### config.mk
export PLATFORM = sky130hd
export DESIGN_NAME = dxt_block_decoder_core
export DESIGN_NICKNAME = d
export VERILOG_FILES = /design/src/rtl/core/dxtbd_pkg.sv /design/src/rtl/core/dxt_block_decoder_core.sv
export SDC_FILE = /design/constraint.sdc
export NUM_CORES = 2
export LEC_CHECK = 0
export BUFFER_PORTS_ARGS = -buffer_cell sky130_fd_sc_hd__buf_2
export CAP_MARGIN = 20
export CELL_PAD_IN_SITES_DETAIL_PLACEMENT = 1
export CELL_PAD_IN_SITES_GLOBAL_PLACEMENT = 1
export CORE_MARGIN = 10
export CORE_UTILIZATION = 50
export CTS_BUF_LIST = sky130_fd_sc_hd__clkbuf_4 sky130_fd_sc_hd__clkbuf_8 sky130_fd_sc_hd__clkbuf_16
export CTS_CLUSTER_SIZE = 16
export DETAILED_ROUTE_END_ITERATION = 8
export GPL_ROUTABILITY_DRIVEN = 0
export PLACE_DENSITY_LB_ADDON = 0.1
export SLEW_MARGIN = 20
export SYNTH_ARGS = -nofsm -noshare
export SYNTH_HDL_FRONTEND = slang
export SYNTH_SLANG_ARGS = --single-unit
### constraint.sdc
create_clock -name clk -period 11.9 [get_ports clk]
set_input_delay 2.38 -clock clk [delete_from_list [all_inputs] [get_ports clk]]
set_output_delay 2.38 -clock clk [all_outputs]
set_load 0.02 [all_outputs]
### src/rtl/core/dxtbd_pkg.sv
`timescale 1ns / 1ps

package dxtbd_pkg;

  // Image limits and field widths
  localparam int MAX_DIM = 2048;
  localparam int DIM_W   = 12;   // width of image_width / image_height
  localparam int POS_W   = 11;   // pixel coordinate width
  localparam int BLK_W   = 9;    // block index width

  // Block format codes
  localparam logic [1:0] FMT_DXT1 = 2'd0;
  localparam logic [1:0] FMT_DXT3 = 2'd1;
  localparam logic [1:0] FMT_DXT5 = 2'd2;

  // Configuration register indexes
  localparam logic [1:0] CFG_FORMAT = 2'd0;
  localparam logic [1:0] CFG_WIDTH  = 2'd1;
  localparam logic [1:0] CFG_HEIGHT = 2'd2;

  // Reciprocals for truncating division by constants
  localparam logic [9:0]  RECIP3 = 10'd683;   // /3 over 0..765,  >> 11
  localparam logic [10:0] RECIP5 = 11'd1639;  // /5 over 0..1275, >> 13
  localparam logic [11:0] RECIP7 = 12'd2341;  // /7 over 0..1785, >> 14

  typedef struct packed {
    logic [7:0] b;
    logic [7:0] g;
    logic [7:0] r;
  } bgr_t;

  function automatic bgr_t expand565(input logic [15:0] c);
    bgr_t o;
    o.r = {c[15:11], c[15:13]};
    o.g = {c[10:5], c[10:9]};
    o.b = {c[4:0], c[4:2]};
    return o;
  endfunction

  function automatic logic [7:0] div3(input logic [9:0] v);
    logic [19:0] p;
    p = 20'(v) * 20'(RECIP3);
    return p[18:11];
  endfunction

  function automatic logic [7:0] div5(input logic [10:0] v);
    logic [20:0] p;
    p = 21'(v) * 21'(RECIP5);
    return p[20:13];
  endfunction

  function automatic logic [7:0] div7(input logic [10:0] v);
    logic [21:0] p;
    p = 22'(v) * 22'(RECIP7);
    return p[21:14];
  endfunction

endpackage

### src/rtl/core/dxt_block_decoder_core.sv
`timescale 1ns / 1ps

// DXT1/DXT3/DXT5 4x4 block decoder.
// Input: a transaction is taken at a clock edge with start high and busy low;
// it carries the 16-byte block (lo/hi words) and the block column and row.
// Config: cfg_valid/cfg_ready write channel, cfg_index selects format (0),
// image width (1) or image height (2); cfg_ready is always high. Write only
// while the decoder is idle.
// Output: one BGRA pixel per out_valid strobe, row-major inside the block,
// clipped to the image size; out_last_pixel marks the block's final pixel.
// The receiver has no backpressure: every strobe is a completed transaction.
// Path: the first pixel of a block passes the input register, then the palette
// register, then the output register; the palette register waits for a free walker.
// Throughput: one pixel per cycle while the pixel walker holds a block. A block
// occupies the walker until its visible pixels (16 for an unclipped block) are out; a
// block with no visible pixel is dropped at the input register and emits nothing. The
// input register accepts the next block while the current one is walked,
// so visible blocks stream with no gaps between them.
// Reset: format DXT1, width and height 2048, pipeline emptied.
module dxt_block_decoder_core (
  input  logic                        clk,
  input  logic                        rst_n,
  input  logic                        start,
  output logic                        busy,
  input  logic [63:0]                 in_block_word_lo,
  input  logic [63:0]                 in_block_word_hi,
  input  logic [dxtbd_pkg::BLK_W-1:0] in_block_col,
  input  logic [dxtbd_pkg::BLK_W-1:0] in_block_row,
  input  logic                        cfg_valid,
  output logic                        cfg_ready,
  input  logic [1:0]                  cfg_index,
  input  logic [dxtbd_pkg::DIM_W-1:0] cfg_data,
  output logic                        out_valid,
  output logic [dxtbd_pkg::POS_W-1:0] out_pixel_x,
  output logic [dxtbd_pkg::POS_W-1:0] out_pixel_y,
  output logic [7:0]                  out_blue,
  output logic [7:0]                  out_green,
  output logic [7:0]                  out_red,
  output logic [7:0]                  out_alpha,
  output logic                        out_last_pixel
);
  import dxtbd_pkg::*;

  // ---------------------------------------------------------------
  // Configuration registers
  // ---------------------------------------------------------------
  logic [1:0]       cfg_fmt_r;
  logic [DIM_W-1:0] cfg_w_r;
  logic [DIM_W-1:0] cfg_h_r;

  assign cfg_ready = 1'b1;

  always_ff @(posedge clk) begin
    if (!rst_n) begin
      cfg_fmt_r <= FMT_DXT1;
      cfg_w_r   <= DIM_W'(MAX_DIM);
      cfg_h_r   <= DIM_W'(MAX_DIM);
    end else if (cfg_valid && cfg_ready) begin
      case (cfg_index)
        CFG_FORMAT: cfg_fmt_r <= cfg_data[1:0];
        CFG_WIDTH:  cfg_w_r   <= cfg_data;
        CFG_HEIGHT: cfg_h_r   <= cfg_data;
        default: ;
      endcase
    end
  end

  // ---------------------------------------------------------------
  // Stage 1: input register
  // ---------------------------------------------------------------
  logic             s1_valid_r;
  logic [63:0]      s1_lo_r;
  logic [63:0]      s1_hi_r;
  logic [BLK_W-1:0] s1_col_r;
  logic [BLK_W-1:0] s1_row_r;

  // Stage 2: palette register and pixel walker
  logic             s2_valid_r;
  logic [1:0]       s2_fmt_r;
  logic [63:0]      s2_lo_r;
  logic [31:0]      s2_idx_r;
  bgr_t             s2_pal_r [4];
  logic             s2_three_r;   // DXT1 three-color mode
  logic [7:0]       s2_apal_r [8];
  logic [BLK_W-1:0] s2_col_r;
  logic [BLK_W-1:0] s2_row_r;
  logic [2:0]       s2_ncols_r;
  logic [2:0]       s2_nrows_r;
  logic [1:0]       s2_lx_r;
  logic [1:0]       s2_ly_r;

  logic s2_row_end;
  logic s2_last;
  logic s2_free;
  logic in_acc;

  assign s2_row_end = ({1'b0, s2_lx_r} == s2_ncols_r - 3'd1);
  assign s2_last    = s2_row_end && ({1'b0, s2_ly_r} == s2_nrows_r - 3'd1);
  assign s2_free    = !s2_valid_r || s2_last;
  assign busy       = s1_valid_r && !s2_free;
  assign in_acc     = start && !busy;

  always_ff @(posedge clk) begin
    if (!rst_n) begin
      s1_valid_r <= 1'b0;
    end else if (in_acc) begin
      s1_valid_r <= 1'b1;
    end else if (s2_free) begin
      s1_valid_r <= 1'b0;
    end
  end

  always_ff @(posedge clk) begin
    if (in_acc) begin
      s1_lo_r  <= in_block_word_lo;
      s1_hi_r  <= in_block_word_hi;
      s1_col_r <= in_block_col;
      s1_row_r <= in_block_row;
    end
  end

  // ---------------------------------------------------------------
  // Stage 1 -> 2: palette build and clip extent
  // ---------------------------------------------------------------
  logic [1:0]       fmt_eff;
  logic [DIM_W-1:0] w_eff;
  logic [DIM_W-1:0] h_eff;
  logic [DIM_W-1:0] col4;
  logic [DIM_W-1:0] row4;
  logic [DIM_W-1:0] wdiff;
  logic [DIM_W-1:0] hdiff;
  logic [2:0]       ncols_nxt;
  logic [2:0]       nrows_nxt;
  logic             s2_load;

  logic [63:0]      cblk;
  logic [15:0]      c0;
  logic [15:0]      c1;
  logic             three_nxt;
  bgr_t             p0;
  bgr_t             p1;
  bgr_t             pal_nxt [4];
  logic [7:0]       a0;
  logic [7:0]       a1;
  logic [7:0]       apal_nxt [8];

  always_comb begin
    fmt_eff = (cfg_fmt_r == FMT_DXT3 || cfg_fmt_r == FMT_DXT5) ? cfg_fmt_r : FMT_DXT1;
    w_eff   = (cfg_w_r > DIM_W'(MAX_DIM)) ? DIM_W'(MAX_DIM) : cfg_w_r;
    h_eff   = (cfg_h_r > DIM_W'(MAX_DIM)) ? DIM_W'(MAX_DIM) : cfg_h_r;
    col4    = {1'b0, s1_col_r, 2'b00};
    row4    = {1'b0, s1_row_r, 2'b00};
    wdiff   = w_eff - col4;
    hdiff   = h_eff - row4;

    // visible columns / rows of this block: 0..4
    if (w_eff <= col4)              ncols_nxt = 3'd0;
    else if (wdiff >= DIM_W'(4))    ncols_nxt = 3'd4;
    else                            ncols_nxt = wdiff[2:0];
    if (h_eff <= row4)              nrows_nxt = 3'd0;
    else if (hdiff >= DIM_W'(4))    nrows_nxt = 3'd4;
    else                            nrows_nxt = hdiff[2:0];
  end

  // fully clipped blocks are dropped here
  assign s2_load = s1_valid_r && s2_free && (ncols_nxt != 3'd0) && (nrows_nxt != 3'd0);

  // color palette
  always_comb begin
    cblk      = (fmt_eff == FMT_DXT1) ? s1_lo_r : s1_hi_r;
    c0        = cblk[15:0];
    c1        = cblk[31:16];
    three_nxt = (fmt_eff == FMT_DXT1) && (c0 <= c1);
    p0        = expand565(c0);
    p1        = expand565(c1);
    pal_nxt[0] = p0;
    pal_nxt[1] = p1;
    if (three_nxt) begin
      pal_nxt[2].b = 8'((10'(p0.b) + 10'(p1.b)) >> 1);
      pal_nxt[2].g = 8'((10'(p0.g) + 10'(p1.g)) >> 1);
      pal_nxt[2].r = 8'((10'(p0.r) + 10'(p1.r)) >> 1);
      pal_nxt[3]   = '0;
    end else begin
      pal_nxt[2].b = div3({1'b0, p0.b, 1'b0} + 10'(p1.b));
      pal_nxt[2].g = div3({1'b0, p0.g, 1'b0} + 10'(p1.g));
      pal_nxt[2].r = div3({1'b0, p0.r, 1'b0} + 10'(p1.r));
      pal_nxt[3].b = div3(10'(p0.b) + {1'b0, p1.b, 1'b0});
      pal_nxt[3].g = div3(10'(p0.g) + {1'b0, p1.g, 1'b0});
      pal_nxt[3].r = div3(10'(p0.r) + {1'b0, p1.r, 1'b0});
    end
  end

  // DXT5 alpha palette; weights are constants per entry
  always_comb begin
    a0 = s1_lo_r[7:0];
    a1 = s1_lo_r[15:8];
    apal_nxt[0] = a0;
    apal_nxt[1] = a1;
    for (int k = 1; k <= 6; k++) begin
      if (a0 > a1) begin
        apal_nxt[k+1] = div7(11'(a0) * 11'(7 - k) + 11'(a1) * 11'(k));
      end else if (k <= 4) begin
        apal_nxt[k+1] = div5(11'(a0) * 11'(5 - k) + 11'(a1) * 11'(k));
      end else if (k == 5) begin
        apal_nxt[k+1] = 8'd0;
      end else begin
        apal_nxt[k+1] = 8'd255;
      end
    end
  end

  always_ff @(posedge clk) begin
    if (!rst_n) begin
      s2_valid_r <= 1'b0;
      s2_lx_r    <= 2'd0;
      s2_ly_r    <= 2'd0;
    end else if (s2_load) begin
      s2_valid_r <= 1'b1;
      s2_lx_r    <= 2'd0;
      s2_ly_r    <= 2'd0;
    end else if (s2_valid_r) begin
      if (s2_last) begin
        s2_valid_r <= 1'b0;
      end
      if (s2_row_end) begin
        s2_lx_r <= 2'd0;
        s2_ly_r <= s2_ly_r + 2'd1;
      end else begin
        s2_lx_r <= s2_lx_r + 2'd1;
      end
    end
  end

  always_ff @(posedge clk) begin
    if (s2_load) begin
      s2_fmt_r   <= fmt_eff;
      s2_lo_r    <= s1_lo_r;
      s2_idx_r   <= cblk[63:32];
      s2_pal_r   <= pal_nxt;
      s2_three_r <= three_nxt;
      s2_apal_r  <= apal_nxt;
      s2_col_r   <= s1_col_r;
      s2_row_r   <= s1_row_r;
      s2_ncols_r <= ncols_nxt;
      s2_nrows_r <= nrows_nxt;
    end
  end

  // ---------------------------------------------------------------
  // Stage 2 -> output: per-pixel lookup
  // ---------------------------------------------------------------
  logic [3:0] loc;
  logic [1:0] ci;
  logic [3:0] nib;
  logic [5:0] abit;
  logic [7:0] alpha_nxt;
  bgr_t       px_color;

  always_comb begin
    loc      = {s2_ly_r, s2_lx_r};
    ci       = s2_idx_r[{loc, 1'b0} +: 2];
    px_color = s2_pal_r[ci];
    nib      = s2_lo_r[{loc, 2'b00} +: 4];
    abit     = 6'd16 + 6'(loc) * 6'd3;
    case (s2_fmt_r)
      FMT_DXT3: alpha_nxt = {nib, nib};
      FMT_DXT5: alpha_nxt = s2_apal_r[s2_lo_r[abit +: 3]];
      default:  alpha_nxt = (s2_three_r && ci == 2'd3) ? 8'd0 : 8'd255;
    endcase
  end

  logic             out_valid_r;
  logic [POS_W-1:0] out_x_r;
  logic [POS_W-1:0] out_y_r;
  bgr_t             out_color_r;
  logic [7:0]       out_alpha_r;
  logic             out_last_r;

  always_ff @(posedge clk) begin
    if (!rst_n) begin
      out_valid_r <= 1'b0;
    end else begin
      out_valid_r <= s2_valid_r;
    end
  end

  always_ff @(posedge clk) begin
    if (s2_valid_r) begin
      out_x_r     <= {s2_col_r, s2_lx_r};
      out_y_r     <= {s2_row_r, s2_ly_r};
      out_color_r <= px_color;
      out_alpha_r <= alpha_nxt;
      out_last_r  <= s2_last;
    end
  end

  assign out_valid      = out_valid_r;
  assign out_pixel_x    = out_x_r;
  assign out_pixel_y    = out_y_r;
  assign out_blue       = out_color_r.b;
  assign out_green      = out_color_r.g;
  assign out_red        = out_color_r.r;
  assign out_alpha      = out_alpha_r;
  assign out_last_pixel = out_last_r;

endmodule

==> Word level (Yosys, flattened, before mapping) <==
Index checks and enable logic that the tools add are counted.
Widths: inputs -> output; s select.
{ "totals": {"ff_bits": 517, "wordCells": 171} }
{ "classes": {"n_addsub": 26, "multipliers": 23, "n_lt_le_gt_ge": 10, "n_eq_ne": 9, "shift": 3, "n_mux": 27, "bitwise_logic": 3, "reduce_logical": 23} }
{ "ops": {"columns": ["cell", "n"], "rows": [
  ["$mul 11x12->22 const B", 6],
  ["$mul 10x10->19 const B", 6],
  ["$mul 11x11->21 const B", 4],
  ["$mux 64", 1],
  ["$shiftx 64x7->3", 1],
  ["$shiftx 64x7->4", 1],
  ["$mux 8", 7],
  ["$bmux 24 s2", 1],
  ["$mux 24", 2],
  ["$mux 48", 1],
  ["$mul 8x2->10 const B", 4],
  ["$shiftx 32x6->2", 1],
  ["$add 8x9->10", 3],
  ["$add 9x8->10", 3],
  ["$add 8x8->9", 3],
  ["$bmux 8 s3", 1],
  ["$ge 12x3->1 const B", 2],
  ["$gt 12x12->1 const B", 2],
  ["$le 12x11->1", 2],
  ["$mux 12", 2],
  ["$sub 12x11->12", 2],
  ["$add 10x10->11", 2],
  ["$mul 8x3->11 const B", 2],
  ["$le 16x16->1", 1],
  ["other kinds (33)", 64]
]} }

==> Longest topological paths before layout <==
{ "depth": {"ltp_word": 10, "depth_mapped": 32, "ltp_nobuf": 31} }

==> Worst setup path before layout <==
Ideal clock, no wire load.
{ "synth_path": {"path_type": "in2reg", "from": "input port start", "to": "register s1_col_r[0] (enable)", "setup_time_ns": 0.667, "arrival_ns": 8.697, "required_time_ns": 11.233, "slack_ns": 2.536, "cell_stages": 1, "n_path_buf": 0, "path_cell_list": "nor2b_1"} }
{ "synth_via": {"elab_chain_len": 1} }
{ "synth_rtl": {"columns": ["element", "line", "source"], "rows": [
  ["start: declaration", "dxt_block_decoder_core.sv:23", "input logic start,"],
  ["$logic_and 1x1->1", "dxt_block_decoder_core.sv:101", "assign in_acc = start && !busy;"],
  ["end signal: assignment", "dxt_block_decoder_core.sv:117", "s1_col_r <= in_block_col;"],
  ["end: declaration", "dxt_block_decoder_core.sv:74", "logic [BLK_W-1:0] s1_col_r;"]
]} }
No other way between the ends.
A chain may end at the register's enable or synchronous reset.

==> Worst setup path in the final report <==
{ "layout_path": {"from": "register cfg_fmt_r[0]", "to": "register s2_pal_r[7] (netlist name) (data pin)"} }
{ "layout_via": {"elab_chain_len": 7, "word_cells_on_any_way": 10} }
{ "layout_rtl": {"columns": ["element", "line", "source"], "rows": [
  ["start: declaration", "dxt_block_decoder_core.sv:47", "logic [1:0] cfg_fmt_r;"],
  ["start signal: assignment", "dxt_block_decoder_core.sv:60", "CFG_FORMAT: cfg_fmt_r <= cfg_data[1:0];"],
  ["$eq 2x1->1 / $eq 2x2->1 (equally long branches)", "dxt_block_decoder_core.sv:148", "fmt_eff = (cfg_fmt_r == FMT_DXT3 || cfg_fmt_r == FMT_DXT5) ? cfg_fmt_r : FMT_DXT1;"],
  ["$logic_or 1x1->1", "dxt_block_decoder_core.sv:148", null],
  ["$mux 2 (*)", "dxt_block_decoder_core.sv:148", null],
  ["$logic_not 2->1 (*)", "dxt_block_decoder_core.sv:170", "cblk = (fmt_eff == FMT_DXT1) ? s1_lo_r : s1_hi_r;"],
  ["$mux 64 (*)", "dxt_block_decoder_core.sv:170", null],
  ["via cblk[14]", "dxt_block_decoder_core.sv:136", "logic [63:0] cblk;"],
  ["$add 8x9->10 / $le 16x16->1 (equally long branches)", "dxt_block_decoder_core.sv:189, dxt_block_decoder_core.sv:173", null],
  ["$mul 10x10->19 / $logic_and 1x1->1 (equally long branches)", "dxtbd_pkg.sv:42, dxt_block_decoder_core.sv:173", null],
  ["end signal: assignment", "dxt_block_decoder_core.sv:239", "s2_pal_r <= pal_nxt;"],
  ["end: declaration", "dxt_block_decoder_core.sv:82", "bgr_t s2_pal_r [4];"]
]} }
The timed path passes the listed nets; every way through them passes the cells marked *.

==> impl_metrics.yaml <==
global_routing:
  grt_usage_pct: 24.0
  use_met3_pct: 2.67
  grt_util_met2_pct: 41.8
  grt_pass1_wl_um: 229000
  grt_overflow: 0
  grt_max_degree: 156
  grt_pass1_vias: 40700
  antenna_found_initial: 5
  grt-busiest-layer: "met2"
  met1_usage_pct: 31.5
synth:
  synth_commonest_cells: "ha_1, inv_1, edfxtp_1"
  synth_edf_count: 452
  synth_top_area_share_pct: 27.5
  syn-num-nets: 6476
  synth-async-reset-ratio_pct: 0
  ys.flop_type: "edfxtp_1"
  synth_cell_type_count: 89
  yosys.cell_count.top_type: "ha_1"
  yosys_warnings: 0
  yosys.area.top_type: "ha_1"
  synth_area_leaders: "ha_1, edfxtp_1, fa_1"
  avgSynthCellArea_um2: 11.3
  synth-seq-cells: 485
  ys_seq_area_share_pct: 26.5
  syn_area_mm2: 0.0537
  syn_inst: 4744
timing:
  whs_ns: 0.422
  finalClockSkew_ns: 0.0798
  drv_slew: 0
  finalSetupTns_ns: 0
  fin_crit_ns: 8.78
  grt_setup_unrepaired: "false"
  max_clock_freq_mhz: 114
  setup_slack_ns: 3.12
  worstMarginPinSlew_ns: 1.08
  final.period_utilization_pct: 73.8
  setup_violations: 0
  hold_viol: 0
  slew_headroom_pct: 27.9
clock_tree:
  clock-sinks: 485
  cts_setup_buffers: 0
  cts_buffers: 58
  cts_max_level: 2
  clockBufferDepth: 3
  clk_latency_ns: 0.71
  cts_resized: 0
  cts_root_buffer: "clkbuf_16"
  path_clk_slew_ns: 0.06
  cts_tree: "built"
  cts_hold_buffers: 0
run_status:
  outcome: "finished, final reports clean"
placement:
  pre_cts_ws_ns: 3.15
  placed_cells: 6329
  portBuffers: 220
  dp_hpwl_um: 119000
critical_path:
  r2r_slack_ns: 3.12
  cp_max_fo: 34
  slowest_stage: "ha_4"
  cp_slowest_stage_delay_ns: 0.66
  cp_data_arrival_time_ns: 9.32
  reg2reg_from: "cfg_fmt_r[0]$_SDFFE_PN0P_"
  critPathLaunchType: "flop"
  crit_type: "flop to flop"
  crit_required_ns: 12.44
  path_buf_inv: 4
  startpoint: "cfg_fmt_r[0]$_SDFFE_PN0P_"
  end_kind: "flop"
  crit_family: "adder cells"
layout:
  drive_above_1_share_pct: 10.3
  multiInputGateArea_mm2: 0.0363
  antenna_cells: 0
  nNetsFinal: 6718
  instances_no_fill: 6438
  regArea_mm2: 0.0142
  area_delta_synth_final_pct: 8.85
  nFillCells: 11300
drt:
  drcViolationCount: 0
  routed_wl_um: 145000
  ant_nets: 0
  drt_first_pass_iters: 5
  via_per_inst: 5.67
  post_drt_wl_per_cell_um: 22.6
  drt_iter0_markers: 1682
  vias: 36500
die:
  rows: 120
  fp.dieArea_mm2: 0.121
  pin_count: 222
  chipWidth_um: 348
  die_y_um: 348
  start_util_pct: 50.3
  core_mm2: 0.107
run:
  maxCapViolCount: 0
worst_hold_path:
  hold_path_class: "flop to flop"
  min-delay-start: "s2_row_r[0]$_DFFE_PP_"
[metrics by stage]
step / util (%) / cell area (um^2)
after floorplan: - / 53700
after detailed placement: 52.9 / 56500
final: 54.7 / 58400
after global placement: 52.9 / 56500
after CTS: 54.7 / 58400
after global routing: 54.7 / 58400
[kinds of logic after synthesis]
family,synth area share [%]
adders and majority gates,42.0
buffers and inverters,5.91
AOI/OAI and AO/OA,8.78
and+or+nand+nor,6.16
DFF,26.5
xor gates and xnor gates,4.57
muxes,6.08
other,0.00699
[layer usage]
layer | part of all wire (%) | up-vias
met5 | 0.035 | -
met2 | 49 | 646
met1 | 45 | 18400
met4 | 2.8 | 8
met3 | 3.7 | 190
li1 | - | 17300
[final cells by class]
type                            count  area share (%)
Multi-Input combinational cell   3439            62.1
Timing Repair Buffer              252            2.32
Inverter                          750            4.82
Sequential cell                   485            24.4
Clock buffer                       66            2.59
Clock inverter                     43           0.777
Tap cell                         1403            3.00
[cells in the final DEF (no fill, tap or decap), types with 45 or more instances in the layout]
cell type,count
xor2_1,87
a21oi_1,206
mux2_2,48
nor3_1,63
xnor2_1,191
ha_1,1179
mux4_2,82
o21bai_1,54
nand2_1,153
edfxtp_1,452
mux2i_1,79
o21ai_0,96
inv_1,748
a21o_1,72
nor2_1,152
nand3_1,51
nor2b_1,68
o21a_1,45
clkbuf_16,58
buf_2,220
fa_1,388
[registers in the layout (all words and copies together) (netlist names), 11 cells and up]
signal	cells
out_pixel_x	11
s1_hi_r	64
s1_lo_r	64
out_pixel_y	11
cfg_w_r	12
s2_pal_r	80
s2_apal_r	48
s2_lo_r	64
cfg_h_r	12
s2_idx_r	32
[path summary, 6_finish.rpt]
path / cells past startpoint / end
min reg2reg: 0 / out_pixel_y[2]$_DFFE_PP_
max: 27 / s2_pal_r[7]$_SDFFCE_PP0P_
max reg2reg: 27 / s2_pal_r[7]$_SDFFCE_PP0P_
min: 0 / out_pixel_y[2]$_DFFE_PP_
Power is not shown: default switching activity piles up to over one toggle a cycle in this logic, so the estimate is an artifact.
